--- src/hw/rtl/lpcp_pkg.sv ---
package lpcp_pkg;

    localparam int COEF_W   = 32;
    localparam int CRD_W    = 24;
    localparam int PROD_W   = COEF_W + CRD_W;
    // Three products plus the translation term, worst case below 2^57.
    localparam int ACC_W    = PROD_W + 2;
    localparam int MAG_W    = ACC_W;
    localparam int PIX_W    = 32;
    localparam int PIX_FRAC = 8;
    localparam int INT_BITS = 24;
    // Integer bits, fraction bits and one extra bit for rounding.
    localparam int QB       = INT_BITS + PIX_FRAC + 1;
    localparam int DEPTH_W  = 40;
    localparam int NUM_REGS = 6;
    localparam int IDX_W    = 3;
    localparam int REG_W    = 64;
    localparam int QDEPTH   = 8;
    localparam int QPTR_W   = 3;
    localparam int QCNT_W   = 4;
    // Divider stages: prepare, initialise, one per quotient bit, round.
    localparam int DIV_LAT  = QB + 3;

    typedef struct packed {
        logic signed [ACC_W-1:0] acc_x;
        logic signed [ACC_W-1:0] acc_y;
        logic signed [ACC_W-1:0] acc_z;
        logic                    last;
    } entry_t;

    typedef struct packed {
        logic signed [DEPTH_W-1:0] depth;
        logic                      zero;
        logic                      last;
    } side_t;

endpackage

--- src/hw/rtl/lpcp_queue.sv ---
module lpcp_queue
    import lpcp_pkg::*;
(
    input  logic              clk,
    input  logic              rst_n,
    input  logic              push,
    input  entry_t            wr_entry,
    input  logic              pop,
    output entry_t            rd_entry,
    output logic              empty,
    output logic [QCNT_W-1:0] count
);

    entry_t              mem_reg [QDEPTH];
    logic [QPTR_W-1:0]   wr_ptr_reg;
    logic [QPTR_W-1:0]   rd_ptr_reg;
    logic [QCNT_W-1:0]   count_reg;
    logic [QCNT_W-1:0]   count_next;

    always_ff @(posedge clk)
    begin
        if (push)
        begin
            mem_reg[wr_ptr_reg] <= wr_entry;
        end
    end

    always_comb
    begin
        count_next = count_reg;
        if (push && !pop)
        begin
            count_next = count_reg + 1'b1;
        end
        else if (pop && !push)
        begin
            count_next = count_reg - 1'b1;
        end
    end

    always_ff @(posedge clk or negedge rst_n)
    begin
        if (!rst_n)
        begin
            wr_ptr_reg <= '0;
            rd_ptr_reg <= '0;
            count_reg  <= '0;
        end
        else
        begin
            if (push)
            begin
                wr_ptr_reg <= wr_ptr_reg + 1'b1;
            end
            if (pop)
            begin
                rd_ptr_reg <= rd_ptr_reg + 1'b1;
            end
            count_reg <= count_next;
        end
    end

    assign rd_entry = mem_reg[rd_ptr_reg];
    assign empty    = (count_reg == '0);
    assign count    = count_reg;

    a_no_overflow: assert property (@(posedge clk) disable iff (!rst_n)
        (count_reg == QCNT_W'(QDEPTH)) |-> (!push || pop))
        else $error("queue written while full");

    a_no_underflow: assert property (@(posedge clk) disable iff (!rst_n)
        pop |-> (count_reg != '0))
        else $error("queue read while empty");

endmodule

--- config.mk ---
export PLATFORM = sky130hd
export DESIGN_NAME = lpcp_queue
export DESIGN_NICKNAME = d
export VERILOG_FILES = /design/src/hw/rtl/lpcp_pkg.sv /design/src/hw/rtl/lpcp_queue.sv
export SDC_FILE = /design/constraint.sdc
export NUM_CORES = 1
export LEC_CHECK = 0
export ABC_AREA = 1
export BUFFER_PORTS_ARGS = -buffer_cell sky130_fd_sc_hd__buf_2
export CORE_MARGIN = 8
export CORE_UTILIZATION = 40
export CTS_BUF_LIST = sky130_fd_sc_hd__clkbuf_4 sky130_fd_sc_hd__clkbuf_8
export DETAILED_ROUTE_END_ITERATION = 10
export PLACE_DENSITY = 0.63
export SYNTH_ARGS = -nofsm -noshare
export SYNTH_HDL_FRONTEND = slang
export SYNTH_SLANG_ARGS = --single-unit
--- constraint.sdc ---
create_clock -name clk -period 9.2 [get_ports clk]
set_input_delay 1.84 -clock clk [delete_from_list [all_inputs] [get_ports clk]]
set_output_delay 1.84 -clock clk [all_outputs]
set_load 0.05 [all_outputs]
==> impl_results.md, run 1 <==
* Fmax at 153 MHz
* GRT overflow at 0
* Headroom to the max-slew limit at 0.229
* Clock skew at 0.0355 ns
* Fin crit period at 6.53 ns
* Total length of routed wires at 140 mm
* CP arrival at 4.69 ns
* Port bufs at about 360
* Initial DRC count at about 2,600
* Placed Cells at about 6,700
* FF/Latch Area at 0.0423 mm2
* First-pass GRT wire length at 213 mm
* Comb pwr share at 0.409
* 1st-pass router iterations at 5
* Buf+Inv Stages, Crit Path at 3
* Pre-CTS setup slack at around 3.6 ns
* Die height at between 300 and 400 um
* Total power at 22,400 uW
* Largest cells by area after synthesis: edfxtp_1, nand2_1, o21ai_0
* Die area at 0.153 mm2
* Layout fillers at 12,600
* Clk root buf: clkbuf_8
* Total placed instance area at 0.0594 mm2
* CORE AREA at 0.140 mm2
* Post-synth top area cell: edfxtp_1
* Final nets at about 5,300
* Post-DRT Antenna Nets at 0
* Switch share at 0.444
* Clock Power Share at 0.233
* Post-CTS Hold Buffers at 0
* Clock Tree Buf Depth at 3
* Sequential share of the synthesized area at 0.752
* Initial Utilization at 0.403
* Routed WL per cell at 19.5 um
* Worst min-delay path category: flip-flop to flip-flop
* Post-route DRC at 0
* Maximum VDD drop at 0.000425 V
* Final instance area at approximately 0.064 mm2
* Die W at 391 um
* Critical-path maximum fanout at approximately 210
* Pwr per Cell Area at ~350 mW/mm2
* Syn Area/Cell at 11.9 um2
* Final setup violation count at 0
* Crit-path cells: buf_12, buf_4, o21ai_0, o21ai_1, nand2_1, nand2_1, buf_2
* Ys async rst share at 0.00709
* Max reg flops at between 1,000 and 1,500
* Critical path class: flip-flop to primary output
* Reg clk slew, reported paths at ~0.07 ns
* Synth top cells by count: nand2_1, edfxtp_1, o21ai_0
* Largest net degree at the start of global routing at 210
* Hold Vio Cnt, Final at 0
* Met2 Usage GRT at 0.305
* GPL Wtd Cong at 0.738
* Drt via density at about 5
* Initial antenna violation count at 44
* Max cap viols at 0
* Vias at 35,600
* Mapped Cells at 4,724
* Max incr delay on CP at 0.93 ns
* Family with the most delay on the worst path: buffers and inverters
* Pint at 12,400 uW
* P&R area growth vs syn at 13.5%
* M1 GR Usage at 0.223
* Synth Register Bits at 1,410
* Post-CTS Setup Inserts at 0
* Mapped Area at 0.0563 mm2
* Critical path's most frequent cell: nand2_1
* Total CTS buffers at 224
* Worst-Skew Late Latency at 0.92 ns
* Tcrit/Tclk final at 0.709
* Status: complete, no violations
* Yosys cell types at 27
* Seq pwr share at 0.358
* Most used routing layer: met2
* Post-synth EDFFs at about 1,400
* Net Sw Power at a little under 10,000 uW
* CTS tree: built
* Clock sink count at ~1,400
* Hold Slack at 0.551 ns
* Post-synth top flop: edfxtp_1
* Resized cells post-CTS at 0
* Ys Warns at 0
* Post-Syn Nets at between 4,000 and 5,000
* Worst-Margin Slew at about 1.2 ns
* Num rows at 137
* IO Pins at 359
* H-tree levels at 4
* Area of the multi-input gates at 0.0124 mm2
* Routing usage on met3 at 0.0379
* Setup crit end kind: primary output
* Final HPWL DP at 68.6 mm
* Final-report max-slew violation count at 0
* Vias in the first global route at 35,500
* CP max-delay cell: dfrtp_4
* Final WS setup at 2.67 ns
* Finished Layout Cells at 7,172
* Top cell type's share of synthesized area at 0.747
* Most common cell in the synthesized netlist: nand2_1
* Global Route Usage Sum at 0.179
* Share of cells above drive strength 1 at 0.145
* LEAKAGE at 0.0239 uW
* CP Launch Type: flip-flop
* RSZ-0062 raised after global routing: false
* Req. time, crit path at 7.36 ns
## routing by layer
metal | part of all wire | vias to the layer above
li1 | - | 17000
met1 | 0.42 | 17400
met2 | 0.49 | 940
met3 | 0.058 | 289
met4 | 0.032 | 14
met5 | 0.00067 | -
## area by class of cell
class | instances | share of cell area
multi-input cells | 3030 | 0.194
clock buffers | 298 | 0.0572
repair buffers | 402 | 0.0354
diodes | 30 | 0.00118
inverters | 13 | 0.00133
well taps | 1876 | 0.0367
flip-flops and latches | 1410 | 0.662
clock inverters | 113 | 0.0116
## worst register-to-register path: stages (launching register included)
cell and delay, ns:
dfrtp_1 0.42, or2_1 0.39, nor2_4 0.58, buf_4 0.61
buf_12 0.62
## kinds of logic (layout without fill, tap and decap cells)
family	after synthesis	in the layout	synth area share
and+or+nand+nor	2315	2315	0.155
DFF	1410	1410	0.752
AOI/OAI and AO/OA	704	704	0.0626
buffers and inverters	284	826	0.0286
adders and majority gates	6	6	0.00147
xor gates and xnor gates	5	5	0.000779
other	0	30	0
## power groups by stage
stage | sequential [uW] | clock [uW] | combinational [uW]
floorplan | 8230 | 0 | 6830
global placement | 8130 | 0 | 9200
detailed placement | 8140 | 0 | 9250
CTS | 8010 | 5370 | 9280
global route | 8060 | 5620 | 10000
finish | 8010 | 5220 | 9150
## final timing paths
| check | start | end | slack [ns] | depth (start not counted) |
|---|---|---|---|---|
| setup / recovery | rd_ptr_reg[0]$_DFFE_PN0P_ | rd_entry[95] | 2.67 | 7 |
| hold / removal | wr_ptr_reg[0]$_DFFE_PN0P_ | wr_ptr_reg[0]$_DFFE_PN0P_ | 0.55 | 2 |
| setup reg to reg | wr_ptr_reg[0]$_DFFE_PN0P_ | mem_reg[4][134]$_DFFE_PP_ | 6.03 | 4 |
| hold reg to reg | wr_ptr_reg[0]$_DFFE_PN0P_ | wr_ptr_reg[0]$_DFFE_PN0P_ | 0.55 | 2 |
| max in group asynchronous | rst_n | rd_ptr_reg[1]$_DFFE_PN0P_ | 8.19 | 1 |
| min in group asynchronous | rst_n | wr_ptr_reg[0]$_DFFE_PN0P_ | 0.78 | 1 |
## placed cells by master (no fill, tap or decap), drive strengths merged
| cell type | synthesis | final |
|---|---|---|
| bufinv | 0 | 4 |
| xor2 | 3 | 3 |
| diode | 0 | 30 |
| clkinvlp | 0 | 6 |
| or2 | 2 | 2 |
| nor2 | 359 | 359 |
| edfxtp | 1400 | 1400 |
| clkbuf | 118 | 298 |
| nand2 | 1951 | 1951 |
| nand3 | 2 | 2 |
| nor4 | 1 | 1 |
| ha | 5 | 5 |
| dfrtp | 10 | 10 |
| xnor2 | 2 | 2 |
| buf | 153 | 402 |
| a21oi | 1 | 1 |
| inv | 12 | 23 |
| o21ai | 703 | 703 |
| clkinv | 1 | 93 |
| fa | 1 | 1 |
## through the flow
step | util | setup TNS, ns
finish | 0.458 | 0
global route | 0.458 | 0
CTS | 0.457 | 0
detailed placement | 0.426 | 0
global placement | 0.426 | 0
floorplan | - | -1140.79
Power figures use the tool's default switching activity.
==> inputs of run 2 (changes only) <==
==> constraint.sdc (replaced) <==
create_clock -name clk -period 5.45 [get_ports clk]
set_input_delay 1.09 -clock clk [delete_from_list [all_inputs] [get_ports clk]]
set_output_delay 1.09 -clock clk [all_outputs]
set_load 0.05 [all_outputs]
==> run 2 against run 1 <==
Highest routed layer unchanged. Routed wire length rose by 0.21%. First-iteration DRC count rose by 8.5%. Critical path depth did not move. Count of clock-buffer cells in the layout is 30 higher. Via count grew 0.46%. Die area unchanged. Clock power rose by 71%. Final cell count grew 0.20%. Clock skew rose by 0.030 ns.
==> impl_results.md, run 2 (synthesized netlist as in run 1, its figures left out) <==
* Fin crit period at 5.10 ns
* 1st-pass router iterations at 6 (+1)
* Largest net degree at the start of global routing at 232 (+10%)
* Vias at 35,800 (+0.46%)
* Headroom to the max-slew limit at 0.170 (-0.0588)
* Post-route DRC at 0 (unchanged)
* Critical-path maximum fanout at 176 (-16%)
* Drt via density at 4.98 (+0.26%)
* CP max-delay cell: dfrtp_4
* IO Pins at 359 (unchanged)
* Pwr per Cell Area at 591 mW/mm2 (+69%)
* Worst-Margin Slew at 1.24 ns (+0.0881 ns)
* Setup crit end kind: primary output
* Num rows at 137 (unchanged)
* H-tree levels at 4 (unchanged)
* Total CTS buffers at 225 (+0.45%)
* Initial antenna violation count at 44 (unchanged)
* Initial Utilization at 0.403 (unchanged)
* Die height at 391 um (unchanged)
* Initial DRC count at 2,773 (+8.5%)
* GRT overflow at 0 (unchanged)
* Clock skew at 0.0659 ns (+0.0304 ns)
* Hold Vio Cnt, Final at 0 (unchanged)
* Tcrit/Tclk final at 0.935
* Global Route Usage Sum at 0.179 (-0.000376)
* Final setup violation count at 0 (unchanged)
* Die area at 0.153 mm2 (unchanged)
* Req. time, crit path at 4.36 ns (-3.00 ns)
* Routed WL per cell at 19.5 um (about the same)
* First-pass GRT wire length at 213 mm (about the same)
* RSZ-0062 raised after global routing: false
* Worst-Skew Late Latency at 0.92 ns (about the same)
* Commonest cells after routing, fill and taps aside: nand2_1, edfxtp_1, o21ai_0
* Fmax at between 150 and 200 MHz
* Final HPWL DP at 72.5 mm (+5.7%)
* Worst min-delay path category: primary input to flip-flop
* CP arrival at 4.01 ns (-0.68 ns)
* Clk root buf: clkbuf_8
* CORE AREA at 0.140 mm2 (unchanged)
* Clock Tree Buf Depth at 3 (unchanged)
* Total length of routed wires at 140 mm (+0.21%)
* CP Launch Type: flip-flop
* Final nets at 5,291 (+0.47%)
* Crit-path cells: clkinv_8, buf_12, o21ai_0, o21ai_1, nand2_1, nand2_1, buf_2
* Die W at 391 um (unchanged)
* Port bufs at 358 (unchanged)
* Vias in the first global route at 34,900 (-1.9%)
* Status: complete, no violations
* Finished Layout Cells at 7,186 (+0.20%)
* LEAKAGE at 0.0242 uW (+1.2%)
* Share of cells above drive strength 1 at 0.153 (+0.00769)
* GPL Wtd Cong at 0.750 (+1.7%)
* Placed Cells at 6,754 (+0.34%)
* Reg clk slew, reported paths at 0.06 ns (about the same)
* Critical path's most frequent cell: nand2_1
* Clock sink count at 1,410 (unchanged)
* CTS tree: built
* Post-DRT Antenna Nets at 0 (unchanged)
* Max incr delay on CP at 0.95 ns (+0.02 ns)
* P&R area growth vs syn at 14.5%
* Max reg flops at 1,400 (unchanged)
* Critical path class: flip-flop to primary output
* Final Util at 0.462 (+0.00390)
* Hold Slack at 0.440 ns (-0.112 ns)
* Max cap viols at 0 (unchanged)
* Maximum VDD drop at 0.000609 V (+43%)
* Commonest non-fill, non-tap cell in the layout: nand2_1
* Final-report max-slew violation count at 0 (unchanged)
## run 2: changes by cell type in the layout (fill, tap and decap cells not counted), moves of 2 or more
cell | before | now
clkinv_8 | 3 | 5
clkbuf_8 | 226 | 233
clkbuf_4 | 72 | 95
clkinv_1 | 65 | 43
buf_12 | 11 | 36
diode_2 | 30 | 21
inv_12 | 4 | 1
buf_4 | 33 | 31
clkinvlp_4 | 6 | 1
clkinv_2 | 25 | 23
inv_16 | 5 | 1
## run 2: repair_timing
item | 4_1_cts | 5_1_grt
hold buffers | 1 | 0
endpoints found under the hold margin | 10 | 0
gates resized for setup | 0 | 0
buffers inserted | 0 | 0
## run 2: final cells by class
cell class	count	area, um2
fillers	12700	75100
clock buffers	328	3920
flip-flops and latches	1410	42300
well taps	1876	2350
multi-input cells	3030	12400
repair buffers	426	2760
inverters	13	85.1
clock inverters	82	543
diodes	21	52.6
## run 2: critical path, delay by kind of cell, from the launching register on
family / cells / cell delay (ns)
AOI/OAI and AO/OA: 2 / 0.24
buffers and inverters: 3 / 1.48
and+or+nand+nor: 2 / 0.19
DFF: 1 / 0.95
## run 2: per-stage QoR
step                      TNS (ns)  worst slack, ns  area (um2)  total power (uW)
after floorplan           -1243.08           -0.978       56300             25300
after global placement           0             1.37       59900             29400
after detailed placement         0             1.33       59900             29500
after CTS                        0            0.251       64400             38500
after global routing             0            0.123       64400             40200
final                            0            0.353       64400             38100
## run 2: path summary, 6_finish.rpt
path                                            from                        end  slack [ns]  depth (start not counted)
max in group asynchronous                      rst_n  rd_ptr_reg[1]$_DFFE_PN0P_        4.57                          2
setup / recovery           rd_ptr_reg[1]$_DFFE_PN0P_              rd_entry[159]        0.35                          7
hold reg to reg            wr_ptr_reg[0]$_DFFE_PN0P_  wr_ptr_reg[0]$_DFFE_PN0P_        0.55                          2
setup reg to reg           wr_ptr_reg[0]$_DFFE_PN0P_  mem_reg[3][131]$_DFFE_PP_        2.93                          3
min in group asynchronous                      rst_n       count[1]$_DFFE_PN0P_        0.60                          2
hold / removal                         wr_entry[157]  mem_reg[5][157]$_DFFE_PP_        0.44                          1
## run 2: report_power, final
group | internal, uW | switching, uW
combinational | 3450 | 12200
sequential | 13100 | 430
clock | 4800 | 4100
total | 21400 | 16700
## run 2: per-layer routing
layer / up-vias / wire length, um / global-route usage
met5: - / 81 / 0
met4: 12 / 2650 / 0.0545
met3: 221 / 8810 / 0.0392
met2: 982 / 68700 / 0.298
met1: 17500 / 60200 / 0.235
li1: 17000 / - / -
